<file path="config.mk">
export PLATFORM = sky130hd
export DESIGN_NAME = gcd_sqrt_cell
export DESIGN_NICKNAME = d
export VERILOG_FILES = /design/src/rtl/core/great_circle_distance_unit_assert.svh /design/src/rtl/core/gcd_pkg.sv /design/src/rtl/core/gcd_sqrt_cell.sv
export SDC_FILE = /design/constraint.sdc
export NUM_CORES = 1
export LEC_CHECK = 0
export ABC_AREA = 1
export ABC_CLOCK_PERIOD_IN_PS = 1250
export BUFFER_PORTS_ARGS = -buffer_cell sky130_fd_sc_hd__clkbuf_2
export CAP_MARGIN = 15
export CORE_MARGIN = 8
export CORE_UTILIZATION = 59
export CTS_CLUSTER_SIZE = 12
export DETAILED_ROUTE_END_ITERATION = 8
export HOLD_SLACK_MARGIN = 0.08
export PLACE_DENSITY = 0.87
export REMOVE_ABC_BUFFERS = 1
export SYNTH_ARGS = -nofsm -noshare
export SYNTH_HDL_FRONTEND = slang
export SYNTH_SLANG_ARGS = --single-unit
</file>
<file path="constraint.sdc">
create_clock -name clk_i -period 1.25 [get_ports clk_i]
set_input_delay 0.0625 -clock clk_i [delete_from_list [all_inputs] [get_ports clk_i]]
set_output_delay 0.0625 -clock clk_i [all_outputs]
set_load 0.05 [all_outputs]
</file>
<file path="src/rtl/core/great_circle_distance_unit_assert.svh">
// Assertion macros shared by the great-circle distance unit.
`ifndef GREAT_CIRCLE_DISTANCE_UNIT_ASSERT_SVH
`define GREAT_CIRCLE_DISTANCE_UNIT_ASSERT_SVH

// Same-cycle implication, checked outside reset.
`define GCD_ASSERT_IMP(label, clk, rst_n, ante, cons) \
  label: assert property (@(posedge clk) disable iff (!rst_n) (ante) |-> (cons)) \
    else $error("same-cycle implication violated");

// Next-cycle implication, checked outside reset.
`define GCD_ASSERT_NXT(label, clk, rst_n, ante, cons) \
  label: assert property (@(posedge clk) disable iff (!rst_n) (ante) |=> (cons)) \
    else $error("next-cycle implication violated");

`endif

</file>
<file path="src/rtl/core/gcd_pkg.sv">
// Shared types, constants and the arctangent table of the great-circle distance unit.
package gcd_pkg;

  localparam int unsigned LonW  = 31;
  localparam int unsigned LatW  = 30;
  localparam int unsigned DistW = 23;
  localparam int unsigned AngW  = 33;
  localparam int unsigned RedW  = AngW + 2;
  localparam int unsigned MagW  = 30;
  localparam int unsigned DataW = 34;
  localparam int unsigned FracW = 30;
  localparam int unsigned SqrtW = 31;
  localparam int unsigned RemW  = 61;

  localparam logic signed [RedW-1:0] FullTurn    = 35'sd3019898880;
  localparam logic signed [RedW-1:0] HalfTurn    = 35'sd1509949440;
  localparam logic signed [RedW-1:0] QuarterTurn = 35'sd754974720;

  localparam logic [31:0] PiQ30    = 32'd3373259426;
  localparam logic [61:0] RadBias  = 62'd754974720;
  localparam logic [31:0] Recip45  = 32'd3054198965;
  localparam logic [63:0] Q30Half  = 64'd536870912;
  localparam logic [30:0] Q30One   = 31'd1073741824;
  localparam logic [20:0] Km256    = 21'd1630976;
  localparam logic [DistW-1:0] DistMax = 23'd5124000;

  localparam logic signed [DataW-1:0] GainQ30 = 34'sd652032874;

  typedef enum logic {
    ModeRotate,
    ModeVector
  } cordic_mode_e;

  typedef struct packed {
    logic signed [DataW-1:0] x;
    logic signed [DataW-1:0] y;
    logic signed [DataW-1:0] z;
    logic                    tag;
  } cordic_t;

  typedef struct packed {
    logic [RemW-1:0]  rem;
    logic [SqrtW-1:0] root;
  } sqrt_t;

  function automatic logic signed [DataW-1:0] atan_q30(logic [4:0] idx);
    logic signed [DataW-1:0] v;
    case (idx)
      5'd0:  v = 34'sd843314857;
      5'd1:  v = 34'sd497837829;
      5'd2:  v = 34'sd263043837;
      5'd3:  v = 34'sd133525159;
      5'd4:  v = 34'sd67021687;
      5'd5:  v = 34'sd33543516;
      5'd6:  v = 34'sd16775851;
      5'd7:  v = 34'sd8388437;
      5'd8:  v = 34'sd4194283;
      5'd9:  v = 34'sd2097149;
      5'd10: v = 34'sd1048576;
      5'd11: v = 34'sd524288;
      5'd12: v = 34'sd262144;
      5'd13: v = 34'sd131072;
      5'd14: v = 34'sd65536;
      5'd15: v = 34'sd32768;
      5'd16: v = 34'sd16384;
      5'd17: v = 34'sd8192;
      5'd18: v = 34'sd4096;
      5'd19: v = 34'sd2048;
      5'd20: v = 34'sd1024;
      5'd21: v = 34'sd512;
      5'd22: v = 34'sd256;
      5'd23: v = 34'sd128;
      5'd24: v = 34'sd64;
      5'd25: v = 34'sd32;
      5'd26: v = 34'sd16;
      5'd27: v = 34'sd8;
      5'd28: v = 34'sd4;
      5'd29: v = 34'sd2;
      5'd30: v = 34'sd1;
      default: v = 34'sd0;
    endcase
    return v;
  endfunction

endpackage

</file>
<file path="src/rtl/core/gcd_sqrt_cell.sv">
// One result bit of a restoring integer square root, registered.
module gcd_sqrt_cell import gcd_pkg::*; #(
  parameter int unsigned Bit = 0
) (
  input  logic  clk_i,
  input  logic  rst_ni,
  input  logic  en_i,
  input  logic  valid_i,
  input  sqrt_t data_i,
  output logic  valid_o,
  output sqrt_t data_o
);

  logic [RemW-1:0] trial;
  logic            fits;
  sqrt_t           data_d;

  // (root + 2^k)^2 - root^2 = root*2^(k+1) + 2^(2k)
  always_comb begin
    trial = (RemW'(data_i.root) << (Bit + 1)) | (RemW'(1) << (2 * Bit));
    fits  = data_i.rem >= trial;
    data_d.rem  = fits ? data_i.rem - trial : data_i.rem;
    data_d.root = data_i.root | (SqrtW'(fits) << Bit);
  end

  always_ff @(posedge clk_i or negedge rst_ni) begin
    if (!rst_ni) begin
      valid_o <= 1'b0;
    end else if (en_i) begin
      valid_o <= valid_i;
    end
  end

  always_ff @(posedge clk_i) begin
    if (en_i) begin
      data_o <= data_d;
    end
  end

endmodule

</file>
==> results of run 1 <==
## cells by family after synthesis
family,Yosys count
compound gates,59
xor+xnor,26
fa+ha+maj,33
buf+inv,216
flops,93
mux,1
simple gates,690
## per-stage QoR
| step | setup TNS (ns) | util [%] | instances | setup slack (ns) | area (µm²) |
|---|---|---|---|---|---|
| after global placement | -54.64 | 80.6 | 1661 | -0.927 | 10100 |
| after CTS | -25.39 | 96.8 | 1761 | -0.478 | 12100 |
| after floorplan | -62.05 | - | 1108 | -1.10 | 7420 |
| after detailed placement | -58.99 | 80.6 | 1661 | -1.02 | 10100 |
## timing repair
| action | in CTS |
|---|---|
| pin swaps | 30 |
| hold buffers | 57 |
| gates cloned | 4 |
| endpoints found under the setup margin | 62 |
| setup buffers | 23 |
| endpoints found under the hold margin | 56 |
| resized for setup | 186 |
==> flow_metrics.env, run 1 <==
export IMPL_initial_core_util_pct=60.0
export IMPL_ys_seq_area_share_pct=37.1
export IMPL_ys_ff_latch=93
export IMPL_crit_endpoint="data_o[61]$_DFFE_PP_/D"
export IMPL_netlist_area_um2=7510
export IMPL_htree_levels=3
export IMPL_ys_top_cells_by_count="nand2_1, inv_1, nor2_1, edfxtp_1, nand3_1"
export IMPL_yosys_area_share_xor_xnor_pct=3.03
export IMPL_gp_congestion=1.02
export IMPL_row_count=41
export IMPL_synth_area_top_cells="edfxtp_1, nand2_1, inv_1, nor2_1, ha_1"
export IMPL_synth_edf_count=92
export IMPL_clock_path_buffers=2
export IMPL_cts_buffers_inserted=9
export IMPL_port_buffers=188
export IMPL_ys_types=33
export IMPL_synth_most_common_cell="nand2_1"
export IMPL_yosys_warnings=0
export IMPL_synth_top_cell_by_area="edfxtp_1"
export IMPL_yosys_area_share_simple_pct=37.6
export IMPL_firstError="[ERROR DPL-0038] Utilization greater than 100%, impossible to legalize"
export IMPL_cts_sinks=93
export IMPL_die_w_um=129
export IMPL_post_dp_hpwl_mm=22.5
export IMPL_async_reset_ff_share_pct=1.08
export IMPL_cts_root_buf="clkbuf_16"
export IMPL_synth_top_family_by_area="simple AND/OR/NAND/NOR gates"
export IMPL_fp_dieH_um=129
export IMPL_synthAdderAreaFrac_pct=5.60
export IMPL_synth_top_area_share_pct=36.8
export IMPL_syn_area_per_cell_um2=6.71
export IMPL_synthCells=1118
export IMPL_lastStage="5_1_grt"
export IMPL_synthMuxAreaShare_pct=0.150
export IMPL_grt_max_degree=38
export IMPL_synth_compound_area_share_pct=5.05
export IMPL_worst_ep_kind="sequential cell input"
export IMPL_synth_ff_type="edfxtp_1"
export IMPL_status="stopped before the end"
export IMPL_io_pin_count=189
==> run 2: changes to the inputs <==
- CORE_UTILIZATION: 59 -> 40
- CTS_CLUSTER_SIZE: 12 -> unset
- HOLD_SLACK_MARGIN: 0.08 -> unset
- PLACE_DENSITY: 0.87 -> unset
- PLACE_DENSITY_LB_ADDON: unset -> 0.15
==> run 2 against run 1 <==
Effect of this change:
- the flow now finishes, with violations (negative hold slack, negative setup slack)
- synthesized cell count is the same
- synthesized area unchanged
==> flow_metrics.env, run 2 <==
export IMPL_status="finished with violations"
export IMPL_violations="negative hold slack, negative setup slack"
export IMPL_leakage_nw=6.38
export IMPL_max_flop_register="data_o"
export IMPL_hold_ws_ns=-0.000448
export IMPL_io_pin_count=189
export IMPL_initial_core_util_pct=40.4
export IMPL_finalSetupTns_ns=-28.10
export IMPL_vias_per_cell=4.79
export IMPL_post_dp_hpwl_mm=23.0
export IMPL_grt_pass1_vias=8610
export IMPL_cts_root_buf="clkbuf_16"
export IMPL_cts_buffers_inserted=9
export IMPL_diodes=0
export IMPL_worstSetupPathType="in2reg"
export IMPL_synth_top_cell_by_area="edfxtp_1"
export IMPL_finalClockSkew_ns=0
export IMPL_power_density_nw_per_um2=931
export IMPL_dp_slack_ns=-1.06
export IMPL_fill_cells=1574
export IMPL_ys_types=33
export IMPL_syn_to_final_growth_pct=69.0
export IMPL_clock_path_buffers=2
export IMPL_synthCells=1118
export IMPL_maxCapViolations=0
export IMPL_ys_seq_area_share_pct=37.1
export IMPL_final_util_pct=68.3
export IMPL_synth_top_area_share_pct=36.8
export IMPL_crit_path_max_fanout=9
export IMPL_cts_tree="built"
export IMPL_dr_pass1_iters=5
export IMPL_finalHoldViolCount=1
export IMPL_drv_slew=0
export IMPL_async_reset_ff_share_pct=1.08
export IMPL_htree_levels=3
export IMPL_p_clk_share_pct=23.3
export IMPL_yosys_warnings=0
export IMPL_gp_congestion=0.911
export IMPL_grt_max_degree=33
export IMPL_antenna_found_initial=0
export IMPL_fp_dieH_um=153
export IMPL_post_route_drc_count=0
export IMPL_crit_path_end_kind="flip-flop"
export IMPL_dieArea_um2=23400
export IMPL_insertion_delay_ns=0.36
export IMPL_synth_edf_count=92
export IMPL_worstSetupStartpointType="input pin"
export IMPL_final_antenna_net_count=0
export IMPL_grt_pass1_wl_mm=46.0
export IMPL_rsz0062_at_grt="true"
export IMPL_multi_input_area_um2=4900
export IMPL_synth_most_common_cell="nand2_1"
export IMPL_wl_per_cell_um=16.5
export IMPL_final_cell_mix="nand2_1, buf_4, inv_1"
export IMPL_vias=8807
export IMPL_final_common_cell="nand2_1"
export IMPL_slew_headroom_pct=78.6
export IMPL_worst_slew_pin_slew_ns=0.322
export IMPL_synth_ff_type="edfxtp_1"
export IMPL_core_area_um2=18600
export IMPL_holdCritPathClass="in2reg"
export IMPL_die_w_um=153
export IMPL_synth_area_top_cells="edfxtp_1, nand2_1, inv_1, nor2_1, ha_1"
export IMPL_top_regs="data_o: 92 flops, valid_o: 1 flops"
export IMPL_overflow=0
export IMPL_clkSlewWorstSetupHoldPaths_ns=0.08
export IMPL_post_route_cells_drive_above_1_share_pct=42.8
export IMPL_timing_final_ws_setup_ns=-0.527
export IMPL_period_share_pct=142
export IMPL_drt_iter0_markers=513
export IMPL_p_sw_mw=4.60
export IMPL_cts_sinks=93
export IMPL_port_buffers=188
export IMPL_p_comb_share_pct=43.5
export IMPL_pwr_share_seq_pct=33.3
export IMPL_drt_wl_total_mm=30.3
export IMPL_largest_reg_flops=92
export IMPL_ys_top_cells_by_count="nand2_1, inv_1, nor2_1, edfxtp_1, nand3_1"
export IMPL_syn_area_per_cell_um2=6.71
export IMPL_regArea_um2=2790
export IMPL_setup_viol=62
export IMPL_grt_use_total_pct=25.0
export IMPL_ys_ff_latch=93
export IMPL_internal_power_mw=7.21
export IMPL_cp_arrival_ns=1.90
export IMPL_netlist_area_um2=7510
export IMPL_swShare_pct=39.0
export IMPL_fmax_mhz=563
export IMPL_finalNetCount=1728
export IMPL_period_needed_ns=1.78
export IMPL_peakVddDrop_mv=0.679
export IMPL_row_count=50
export IMPL_cp_required_ns=1.37
==> run 2: cell counts after synthesis <==
No cell type changed its count.
==> run 2: layout make-up <==
type | instances | area share [%]
clock buffers | 11 | 1.91
clock inverters | 5 | 0.335
inverters | 206 | 6.28
multi-input cells | 809 | 38.6
flip-flops and latches | 93 | 22.0
well taps | 234 | 2.31
repair buffers | 480 | 28.6
==> run 2: cells by family (layout without fill, tap and decap cells) <==
kind of cell               after synthesis  count (layout)  share of synthesized area, %
xor gates and xnor gates                26              26                          3.03
and+or+nand+nor                        690             690                          37.6
adders and majority gates               33              33                          5.60
AOI/OAI and AO/OA                       59              59                          5.05
buffers and inverters                  216             702                          11.5
DFF                                     93              93                          37.1
muxes                                    1               1                         0.150
==> run 2: repair_timing <==
item,4_1_cts,5_1_grt
pin swaps,23,23
hold endpoints to repair,32,0
setup buffers,12,13
gates cloned,6,3
endpoints found under the setup margin,62,62
hold buffers,33,0
gates resized for setup,167,104
==> run 2: worst paths after layout <==
kind,start,end,slack [ns],cells after the start
max reg2reg,valid_o,valid_o,0.50,1
max in group asynchronous,rst_ni,valid_o,0.60,3
min reg2reg,valid_o,valid_o,0.53,1
min in group asynchronous,rst_ni,valid_o,0.55,3
min,data_i[54],data_o[54],-0.0004,3
max,data_i[62],data_o[34],-0.53,16
==> run 2: worst max-delay path, cell delays in order <==
cell       delay, ns
clkbuf_2        0.11
ha_4            0.28
buf_6           0.10
nand2_4         0.05
nor2_4          0.12
inv_2           0.06
nor2_4          0.14
nand2_2         0.10
nor3_2          0.12
nand2_1         0.07
and2_4          0.18
nand2_8         0.12
inv_16          0.08
clkbuf_16       0.17
nand2_1         0.07
nand2_1         0.06
==> run 2: per-layer routing <==
layer  vias to the layer above  GRT usage (%)  wire [µm]
met5                         -              0          0
met3                        25           4.82       1870
met2                       283           42.0      14400
met4                         0           5.33        381
met1                      4077           32.6      13700
li1                       4422              -          -
==> run 2: metrics by stage <==
| step | cells | cell area, µm² | total power [mW] | hold slack, ns |
|---|---|---|---|---|
| finish | 1838 | 12700 | 11.8 | -0.000448 |
| global route | 1838 | 12700 | 12.3 | 0.0135 |
| floorplan | 1108 | 7420 | 6.48 | -0.233 |
| detailed placement | 1757 | 10500 | 8.31 | -0.161 |
| CTS | 1823 | 12100 | 11.6 | 0.00370 |
| global placement | 1757 | 10500 | 8.28 | -0.162 |
==> run 2: power by group through the flow <==
stage               sequential (mW)  clock [mW]  combinational [mW]
detailed placement             4.00           0                4.31
global route                   3.96        2.90                5.48
floorplan                      5.20           0                1.28
CTS                            3.93        2.81                4.83
finish                         3.93        2.75                5.13
global placement               3.99           0                4.29
Note: power is estimated with default switching activity, not from simulation.
