File: src/rtl/core/great_circle_distance_unit_assert.svh
// Assertion macros shared by the great-circle distance unit.
`ifndef GREAT_CIRCLE_DISTANCE_UNIT_ASSERT_SVH
`define GREAT_CIRCLE_DISTANCE_UNIT_ASSERT_SVH

// Same-cycle implication, checked outside reset.
`define GCD_ASSERT_IMP(label, clk, rst_n, ante, cons) \
  label: assert property (@(posedge clk) disable iff (!rst_n) (ante) |-> (cons)) \
    else $error("same-cycle implication violated");

// Next-cycle implication, checked outside reset.
`define GCD_ASSERT_NXT(label, clk, rst_n, ante, cons) \
  label: assert property (@(posedge clk) disable iff (!rst_n) (ante) |=> (cons)) \
    else $error("next-cycle implication violated");

`endif

File: src/rtl/core/gcd_pkg.sv
// Shared types, constants and the arctangent table of the great-circle distance unit.
package gcd_pkg;

  localparam int unsigned LonW  = 31;
  localparam int unsigned LatW  = 30;
  localparam int unsigned DistW = 23;
  localparam int unsigned AngW  = 33;
  localparam int unsigned RedW  = AngW + 2;
  localparam int unsigned MagW  = 30;
  localparam int unsigned DataW = 34;
  localparam int unsigned FracW = 30;
  localparam int unsigned SqrtW = 31;
  localparam int unsigned RemW  = 61;

  localparam logic signed [RedW-1:0] FullTurn    = 35'sd3019898880;
  localparam logic signed [RedW-1:0] HalfTurn    = 35'sd1509949440;
  localparam logic signed [RedW-1:0] QuarterTurn = 35'sd754974720;

  localparam logic [31:0] PiQ30    = 32'd3373259426;
  localparam logic [61:0] RadBias  = 62'd754974720;
  localparam logic [31:0] Recip45  = 32'd3054198965;
  localparam logic [63:0] Q30Half  = 64'd536870912;
  localparam logic [30:0] Q30One   = 31'd1073741824;
  localparam logic [20:0] Km256    = 21'd1630976;
  localparam logic [DistW-1:0] DistMax = 23'd5124000;

  localparam logic signed [DataW-1:0] GainQ30 = 34'sd652032874;

  typedef enum logic {
    ModeRotate,
    ModeVector
  } cordic_mode_e;

  typedef struct packed {
    logic signed [DataW-1:0] x;
    logic signed [DataW-1:0] y;
    logic signed [DataW-1:0] z;
    logic                    tag;
  } cordic_t;

  typedef struct packed {
    logic [RemW-1:0]  rem;
    logic [SqrtW-1:0] root;
  } sqrt_t;

  function automatic logic signed [DataW-1:0] atan_q30(logic [4:0] idx);
    logic signed [DataW-1:0] v;
    case (idx)
      5'd0:  v = 34'sd843314857;
      5'd1:  v = 34'sd497837829;
      5'd2:  v = 34'sd263043837;
      5'd3:  v = 34'sd133525159;
      5'd4:  v = 34'sd67021687;
      5'd5:  v = 34'sd33543516;
      5'd6:  v = 34'sd16775851;
      5'd7:  v = 34'sd8388437;
      5'd8:  v = 34'sd4194283;
      5'd9:  v = 34'sd2097149;
      5'd10: v = 34'sd1048576;
      5'd11: v = 34'sd524288;
      5'd12: v = 34'sd262144;
      5'd13: v = 34'sd131072;
      5'd14: v = 34'sd65536;
      5'd15: v = 34'sd32768;
      5'd16: v = 34'sd16384;
      5'd17: v = 34'sd8192;
      5'd18: v = 34'sd4096;
      5'd19: v = 34'sd2048;
      5'd20: v = 34'sd1024;
      5'd21: v = 34'sd512;
      5'd22: v = 34'sd256;
      5'd23: v = 34'sd128;
      5'd24: v = 34'sd64;
      5'd25: v = 34'sd32;
      5'd26: v = 34'sd16;
      5'd27: v = 34'sd8;
      5'd28: v = 34'sd4;
      5'd29: v = 34'sd2;
      5'd30: v = 34'sd1;
      default: v = 34'sd0;
    endcase
    return v;
  endfunction

endpackage

File: src/rtl/core/gcd_angle_prep.sv
// Angle front end: wrap to a half turn, fold to a quarter turn, convert to Q30 radians.
module gcd_angle_prep import gcd_pkg::*; (
  input  logic                   clk_i,
  input  logic                   rst_ni,
  input  logic                   en_i,
  input  logic                   valid_i,
  input  logic signed [AngW-1:0] angle_i,
  output logic                   valid_o,
  output cordic_t                data_o
);

  logic [3:0] valid_q;

  logic signed [RedW-1:0] ext, red_d, red_q, fold;
  logic [MagW-1:0]        mag_d, mag_q;
  logic                   flip_d, flip2_q, flip3_q, flip4_q;
  logic                   neg_d, neg2_q, neg3_q, neg4_q;
  logic [61:0]            num_d, num_q;
  logic [63:0]            quo_prod;
  logic [36:0]            mdiv_q;
  logic [31:0]            qest_q;
  logic [37:0]            rem;
  logic [31:0]            quo;
  logic signed [DataW-1:0] z_d;

  // wrap into [-half, half)
  always_comb begin
    ext = RedW'(angle_i);
    if (ext >= HalfTurn) begin
      red_d = ext - FullTurn;
    end else if (ext < -HalfTurn) begin
      red_d = ext + FullTurn;
    end else begin
      red_d = ext;
    end
  end

  // fold about +-90 degrees, cosine flips sign
  always_comb begin
    flip_d = 1'b0;
    if (red_q > QuarterTurn) begin
      fold   = HalfTurn - red_q;
      flip_d = 1'b1;
    end else if (red_q < -QuarterTurn) begin
      fold   = -HalfTurn - red_q;
      flip_d = 1'b1;
    end else begin
      fold = red_q;
    end
    neg_d = fold[RedW-1];
    mag_d = neg_d ? MagW'(-fold) : MagW'(fold);
  end

  assign num_d    = 62'(mag_q) * 62'(PiQ30) + RadBias;
  assign quo_prod = 64'(num_q[61:30]) * 64'(Recip45);

  // estimate is low by at most two: correct against the remainder
  always_comb begin
    rem = 38'(mdiv_q) - 38'(qest_q) * 38'd45;
    quo = qest_q + 32'(rem >= 38'd45) + 32'(rem >= 38'd90);
    z_d = neg4_q ? -DataW'(quo) : DataW'(quo);
  end

  always_ff @(posedge clk_i or negedge rst_ni) begin
    if (!rst_ni) begin
      valid_q <= '0;
      valid_o <= 1'b0;
    end else if (en_i) begin
      valid_q <= {valid_q[2:0], valid_i};
      valid_o <= valid_q[3];
    end
  end

  always_ff @(posedge clk_i) begin
    if (en_i) begin
      red_q   <= red_d;
      mag_q   <= mag_d;
      flip2_q <= flip_d;
      neg2_q  <= neg_d;
      num_q   <= num_d;
      flip3_q <= flip2_q;
      neg3_q  <= neg2_q;
      mdiv_q  <= num_q[61:25];
      qest_q  <= quo_prod[63:32];
      flip4_q <= flip3_q;
      neg4_q  <= neg3_q;
      data_o  <= '{x: GainQ30, y: '0, z: z_d, tag: flip4_q};
    end
  end

endmodule

File: config.mk
export PLATFORM = sky130hd
export DESIGN_NAME = gcd_angle_prep
export DESIGN_NICKNAME = d
export VERILOG_FILES = /design/src/rtl/core/great_circle_distance_unit_assert.svh /design/src/rtl/core/gcd_pkg.sv /design/src/rtl/core/gcd_angle_prep.sv
export SDC_FILE = /design/constraint.sdc
export NUM_CORES = 2
export LEC_CHECK = 0
export ABC_AREA = 1
export BUFFER_PORTS_ARGS = -buffer_cell sky130_fd_sc_hd__buf_2
export CAP_MARGIN = 0
export CORE_ASPECT_RATIO = 1.5
export CORE_MARGIN = 8
export CORE_UTILIZATION = 25
export CTS_CLUSTER_SIZE = 14
export DETAILED_ROUTE_END_ITERATION = 6
export GPL_TIMING_DRIVEN = 0
export HOLD_SLACK_MARGIN = 0.03
export SETUP_SLACK_MARGIN = 0.15
export SYNTH_ARGS = -nofsm -noshare
export SYNTH_HDL_FRONTEND = slang
export SYNTH_SLANG_ARGS = --single-unit
File: constraint.sdc
create_clock -name clk_i -period 8.3 [get_ports clk_i]
set_clock_uncertainty 0.05 [all_clocks]
set_input_delay 1.66 -clock clk_i [delete_from_list [all_inputs] [get_ports clk_i]]
set_output_delay 1.66 -clock clk_i [all_outputs]
set_load 0.05 [all_outputs]
**Yosys cells after proc, flatten, opt, wreduce, memory -nomap -nowiden**

Cells that the tools add are included.

- Add/sub/neg operators: 10
- $mul: 3
- Divide/modulo/power cells: 0
- Magnitude comparators: 6
- Eq/ne operators: 0
- Shift-type cells: 0
- Mux-type cells: 7
- Bitwise gates (word level): 0
- Reduce and logical (&&, ||, !) cells: 0

Operators by type and width:

| kind | count |
|---|---|
| $mux W35 | 4 |
| $sub A32 B35 Y35 const A | 2 |
| $add A32 B1 Y32 | 2 |
| $mul A32 B32 Y64 const B | 1 |
| $add A62 B30 Y62 const B | 1 |
| $mul A30 B31 Y61 const B | 1 |
| $ge A38 B6 Y1 const B | 1 |
| $ge A38 B7 Y1 const B | 1 |
| $mul A32 B6 Y38 const B | 1 |
| $sub A37 B38 Y38 | 1 |
| $gt A35 B31 Y1 const B | 1 |
| $lt A35 B31 Y1 const B | 1 |
| $add A33 B33 Y34 const B | 1 |
| $neg A32 Y34 | 1 |
| $sub A33 B33 Y34 const B | 1 |
| $ge A33 B32 Y1 const B | 1 |
| $lt A33 B32 Y1 const B | 1 |
| $mux W32 | 1 |
| $mux W30 | 1 |
| $neg A30 Y30 | 1 |
| $mux W1 | 1 |

- Bits in registers: 242
- Latch bits: 0
- Bits in writable memories: 0
- Bits in read-only memories: 0
- Output and inout port bits: 104
- Logic and storage cells: 42
- Memories kept: 0

**Depth between registers and ports, before layout**

- Depth after elaboration: 7
- Gate-level depth with buffers: 42
- Mapped depth without buffers: 42

**Least setup slack after synthesis**

No wires, ideal clock.

- Kind: reg2reg
- Start point: reg mag_q[5]
- End point: reg num_q[60], data pin
- Setup time: 0.249 ns
- Data arrival time: 6.763 ns
- Slack: 1.238 ns
- Cell stages (with the launch flop): 35
- Buffers on the path: 0
- Cell sequence: edfxtp_1 > inv_1 > fa_1 > inv_1 > fa_1 > inv_1 > fa_1 > inv_1 > fa_1 > inv_1 > fa_1 > inv_1 > fa_1 > fa_1 > fa_1 > ha_1 > nand2_1 > nor2_1 > inv_1 > nor2_1 > nand2_1 > nand2_1 > nand2_1 > and2_1 > ha_1 > nor2_1 > nand2_1 > nand3_1 > nand2_2 > nand2_1 > nor2_2 > nand3_1 > nand2_1 > nand2_1 > inv_1

- Cells in the longest elaborated chain, start to end: 2

Ends and longest elaborated chain:

| item | line | source |
|---|---|---|
| start: declaration | gcd_angle_prep.sv:15 | `logic [MagW-1:0] mag_d, mag_q;` |
| start signal: assignment | gcd_angle_prep.sv:77 | `mag_q <= mag_d;` |
| $mul A30 B31 Y61 | gcd_angle_prep.sv:54 | `assign num_d = 62'(mag_q) * 62'(PiQ30) + RadBias;` |
| $add A62 B30 Y62 | gcd_angle_prep.sv:54 |  |
| net num_d[60] | gcd_angle_prep.sv:18 | `logic [61:0] num_d, num_q;` |
| end signal: assignment | gcd_angle_prep.sv:80 | `num_q <= num_d;` |
| end: declaration | gcd_angle_prep.sv:18 |  |

The timed path passes the listed nets, and every way through them passes these cells.
A chain may end at the register's enable or synchronous reset.

**Final worst setup path**

- Start point: reg mag_q[28]
- End point: reg num_q[57], data pin

Same word-level chain as after synthesis.

==> run_results.csv <==
group,metric,value,unit
cells_and_area,layout-drive-gt1-share,0.0688,
place,post-place-ws,-316,ps
floorplanning,die_height,574,um
cells_and_area,multi_input_comb_area,0.0389,mm2
sta,worstMarginPinSlew,1050,ps
floorplanning,die-area,0.223,mm2
detailed_routing,num_vias,41100,
logic_synthesis,postSynthRegisterBits,216,
grt,vias_in_the_first_global_route,44500,
cts,cts_tree,"done",
logic_synthesis,asyncSetResetFlopFracSynth,0.0231,
grt,grt_first_pass_wirelength,250000,um
sta,final_report_setup_violation_count,0,
cells_and_area,final.fill_count,22300,
logic_synthesis,seq_area_frac_synth,0.124,
cells_and_area,commonest_cells_after_routing_fill_and_taps_aside,"1715 x sky130_fd_sc_hd__inv_1, 1222 x sky130_fd_sc_hd__nand2_1, 784 x sky130_fd_sc_hd__ha_1",
logic_synthesis,synth_edf_count,211,
min_path,hold_path.class,"register to register",
cts,cts-buffers-inserted,28,
cells_and_area,layout.cells.non_filler,9361,
run,cap_violations,0,
detailed_routing,wire_per_inst,17.6,um
worst_setup_path,r2r_slack,330,ps
min_path,timing.hold.worst_path_depth,0,
cts,clkSinkCount,216,
place,dpl.cell_count,9195,
detailed_routing,drt-total-wl,165000,um
sta,rsz_0062_raised_after_global_routing,"true",
worst_setup_path,worst-endpoint-arrival,8280,ps
place,port-buffer-count,71,
sta,report.final.hold_viol_count,0,
worst_setup_path,rr_startpoint,"mag_q[28]",
worst_setup_path,setup.worst_path.class,"register to register",
grt,grt_resource_usage_total,0.144,
cts,clk_latency,640,ps
logic_synthesis,synth_warnings,0,
cts,htreeDepth,1,
sta,fin_crit,7970,ps
floorplanning,die_span_in_x,388,um
logic_synthesis,postSynthCellCount,6366,
sta,slew_viol_final,0,
cts,clock_tree.root_cell,"sky130_fd_sc_hd__clkbuf_16",
sta,hold_slack,367,ps
place,dp.final_hpwl,147000,um
sta,setup_slack,333,ps
cts,cts.reportedPaths.clkPinSlew,60,ps
status,outcome,"completed",
detailed_routing,post-route-drc-count,0,
worst_setup_path,worstSetupEndpointType,"register",
detailed_routing,drt.antenna.violating_nets,0,
floorplanning,placementRows,205,
detailed_routing,viasPerCell,4.39,
sta,achievable-frequency,126,MHz
cells_and_area,nNetsFinal,8253,
floorplanning,floorplan.core_area,0.207,mm2
worst_setup_path,critical_register_to_register_path_endpoint,"num_q[57]",
floorplanning,effective_utilization_at_floorplan,0.251,
detailed_routing,drt_iter0_drc,2033,
detailed_routing,drt_pass1_iterations,5,
cts,clockBufferDepth,3,
min_path,min-delay-start,"num_q[25]",
logic_synthesis,mappedNetlistArea,0.0520,mm2
grt,grt_max_degree,112,
sta,timing.slew.headroom,0.293,
cells_and_area,area_growth,11.7,%
min_path,min_delay_worst_endpoint,"mdiv_q[0]",
worst_setup_path,timing.reg2reg.worst_path_depth,27,
logic_synthesis,postSynth.topFlopCell,"sky130_fd_sc_hd__edfxtp_1",
place,place_congestion,0.985,
grt,number_of_antenna_violations_at_the_first_check_in_global_routing,5,
floorplanning,boundaryPins,141,
sta,timing.final.crit_share,0.960,
worst_setup_path,crit_path_start_kind,"register",
cells_and_area,register_area,0.00646,mm2
logic_synthesis,synthDistinctLibCells,56,
cells_and_area,final_common_cell,"sky130_fd_sc_hd__inv_1",
worst_setup_path,worstPathMaxFanout,5,
logic_synthesis,average_cell_area_after_synthesis,8.17,um2
grt,grt_overflow,0,
worst_setup_path,critPathRequiredTime,8610,ps
cells_and_area,fin_util,0.280,
-- layer usage --
metal	wire (um)	part of all wire	vias to the layer above	global-route usage
li1	-	-	20000	-
met1	54300	0.33	19700	0.132
met2	90300	0.55	994	0.290
met3	4500	0.027	520	0.0134
met4	15400	0.094	4	0.106
met5	27	0.00016	-	0
-- Yosys cell counts (7+ instances only) --
master	count	area share
sky130_fd_sc_hd__a21o_1	7	0.0010
sky130_fd_sc_hd__a21oi_1	175	0.017
sky130_fd_sc_hd__a31oi_1	34	0.0041
sky130_fd_sc_hd__buf_4	72	0.010
sky130_fd_sc_hd__buf_6	8	0.0017
sky130_fd_sc_hd__clkbuf_1	7	0.00051
sky130_fd_sc_hd__edfxtp_1	211	0.12
sky130_fd_sc_hd__fa_1	771	0.30
sky130_fd_sc_hd__ha_1	798	0.19
sky130_fd_sc_hd__inv_1	1716	0.12
sky130_fd_sc_hd__nand2_1	1230	0.089
sky130_fd_sc_hd__nand2_2	20	0.0024
sky130_fd_sc_hd__nand3_1	227	0.022
sky130_fd_sc_hd__nand3b_1	30	0.0043
sky130_fd_sc_hd__nand4_1	79	0.0095
sky130_fd_sc_hd__nor2_1	463	0.033
sky130_fd_sc_hd__nor2_2	18	0.0022
sky130_fd_sc_hd__nor3_1	45	0.0043
sky130_fd_sc_hd__nor4_1	23	0.0028
sky130_fd_sc_hd__o21a_1	13	0.0019
sky130_fd_sc_hd__o21ai_0	150	0.014
sky130_fd_sc_hd__o21bai_1	17	0.0025
sky130_fd_sc_hd__xnor2_1	41	0.0069
sky130_fd_sc_hd__xor2_1	112	0.019
-- area by class of cell --
cell class | count | share of cell area
Buffer | 92 | 0.0117
Sequential cell | 216 | 0.111
Inverter | 1724 | 0.112
Tap cell | 2691 | 0.0580
Clock buffer | 31 | 0.0123
Antenna cell | 2 | 0.0000862
Clock inverter | 20 | 0.00265
Multi-Input combinational cell | 4400 | 0.670
Timing Repair Buffer | 185 | 0.0222
-- worst max path at each step --
stage              start    endpoint  slack [ps]  depth (start not counted)
5_1_grt        qest_q[8]  data_o[24]          80                         39
3_5_place_dp   qest_q[6]  data_o[24]        -320                         39
2_1_floorplan   mag_q[5]   num_q[60]        1240                         34
3_3_place_gp   qest_q[6]  data_o[24]        -290                         39
6_report       mag_q[28]   num_q[57]         330                         27
4_1_cts        mag_q[27]   num_q[57]         150                         28
-- state kept, by name, summed over array words and instances (netlist names) --
signal / cells
neg3_q: 1
red_q: 34
neg2_q: 1
mag_q: 30
flip2_q: 1
qest_q: 32
valid_o: 1
neg4_q: 1
flip3_q: 1
valid_q: 4
num_q: 37
mdiv_q: 37
flip4_q: 1
data_o: 35
-- stage by stage --
step	setup TNS (ps)	cell area, um2
floorplan	0	52200
detailed placement	-2110	56000
global placement	-1620	55900
global route	0	58100
finish	0	58100
CTS	0	57200
-- kinds of logic after synthesis --
family                   after synthesis  synth area share
buffers and inverters               1816             0.138
XOR/XNOR                             153            0.0258
adder cells (fa/ha/maj)             1569             0.489
multiplexers                           2          0.000409
AO/OA/AOI/OAI                        435            0.0464
flip-flops                           216             0.124
AND/OR/NAND/NOR                     2173             0.176
other                                  2          0.000144
-- what timing repair did --
item,in CTS,in global routing
gates resized for setup,10,73
endpoints found under the setup margin,28,48
hold buffers,0,0
pin swaps,0,3
setup buffers,42,71
-- critical path, stage by stage (launching register included) --
cell	delay, ps
sky130_fd_sc_hd__edfxtp_1	500
sky130_fd_sc_hd__buf_4	190
sky130_fd_sc_hd__fa_1	570
sky130_fd_sc_hd__inv_1	110
sky130_fd_sc_hd__fa_1	490
sky130_fd_sc_hd__fa_1	550
sky130_fd_sc_hd__fa_1	550
sky130_fd_sc_hd__inv_1	80
sky130_fd_sc_hd__fa_1	530
sky130_fd_sc_hd__fa_1	530
sky130_fd_sc_hd__fa_1	500
sky130_fd_sc_hd__ha_1	310
sky130_fd_sc_hd__ha_1	400
sky130_fd_sc_hd__nand2_1	140
sky130_fd_sc_hd__nor2_1	320
sky130_fd_sc_hd__nand2_1	150
sky130_fd_sc_hd__nor2_1	230
sky130_fd_sc_hd__nand3_1	200
sky130_fd_sc_hd__nand3_1	140
sky130_fd_sc_hd__nand2_1	60
sky130_fd_sc_hd__nand2_1	190
sky130_fd_sc_hd__nand2_1	120
sky130_fd_sc_hd__nor2_2	190
sky130_fd_sc_hd__nand2_1	170
sky130_fd_sc_hd__nor2_1	210
sky130_fd_sc_hd__nand3b_1	100
sky130_fd_sc_hd__nand2_1	90
sky130_fd_sc_hd__inv_1	40
Power is left out: the tool's default activity adds up to more than one toggle a clock period on the data nets, which glitch-free logic cannot reach.
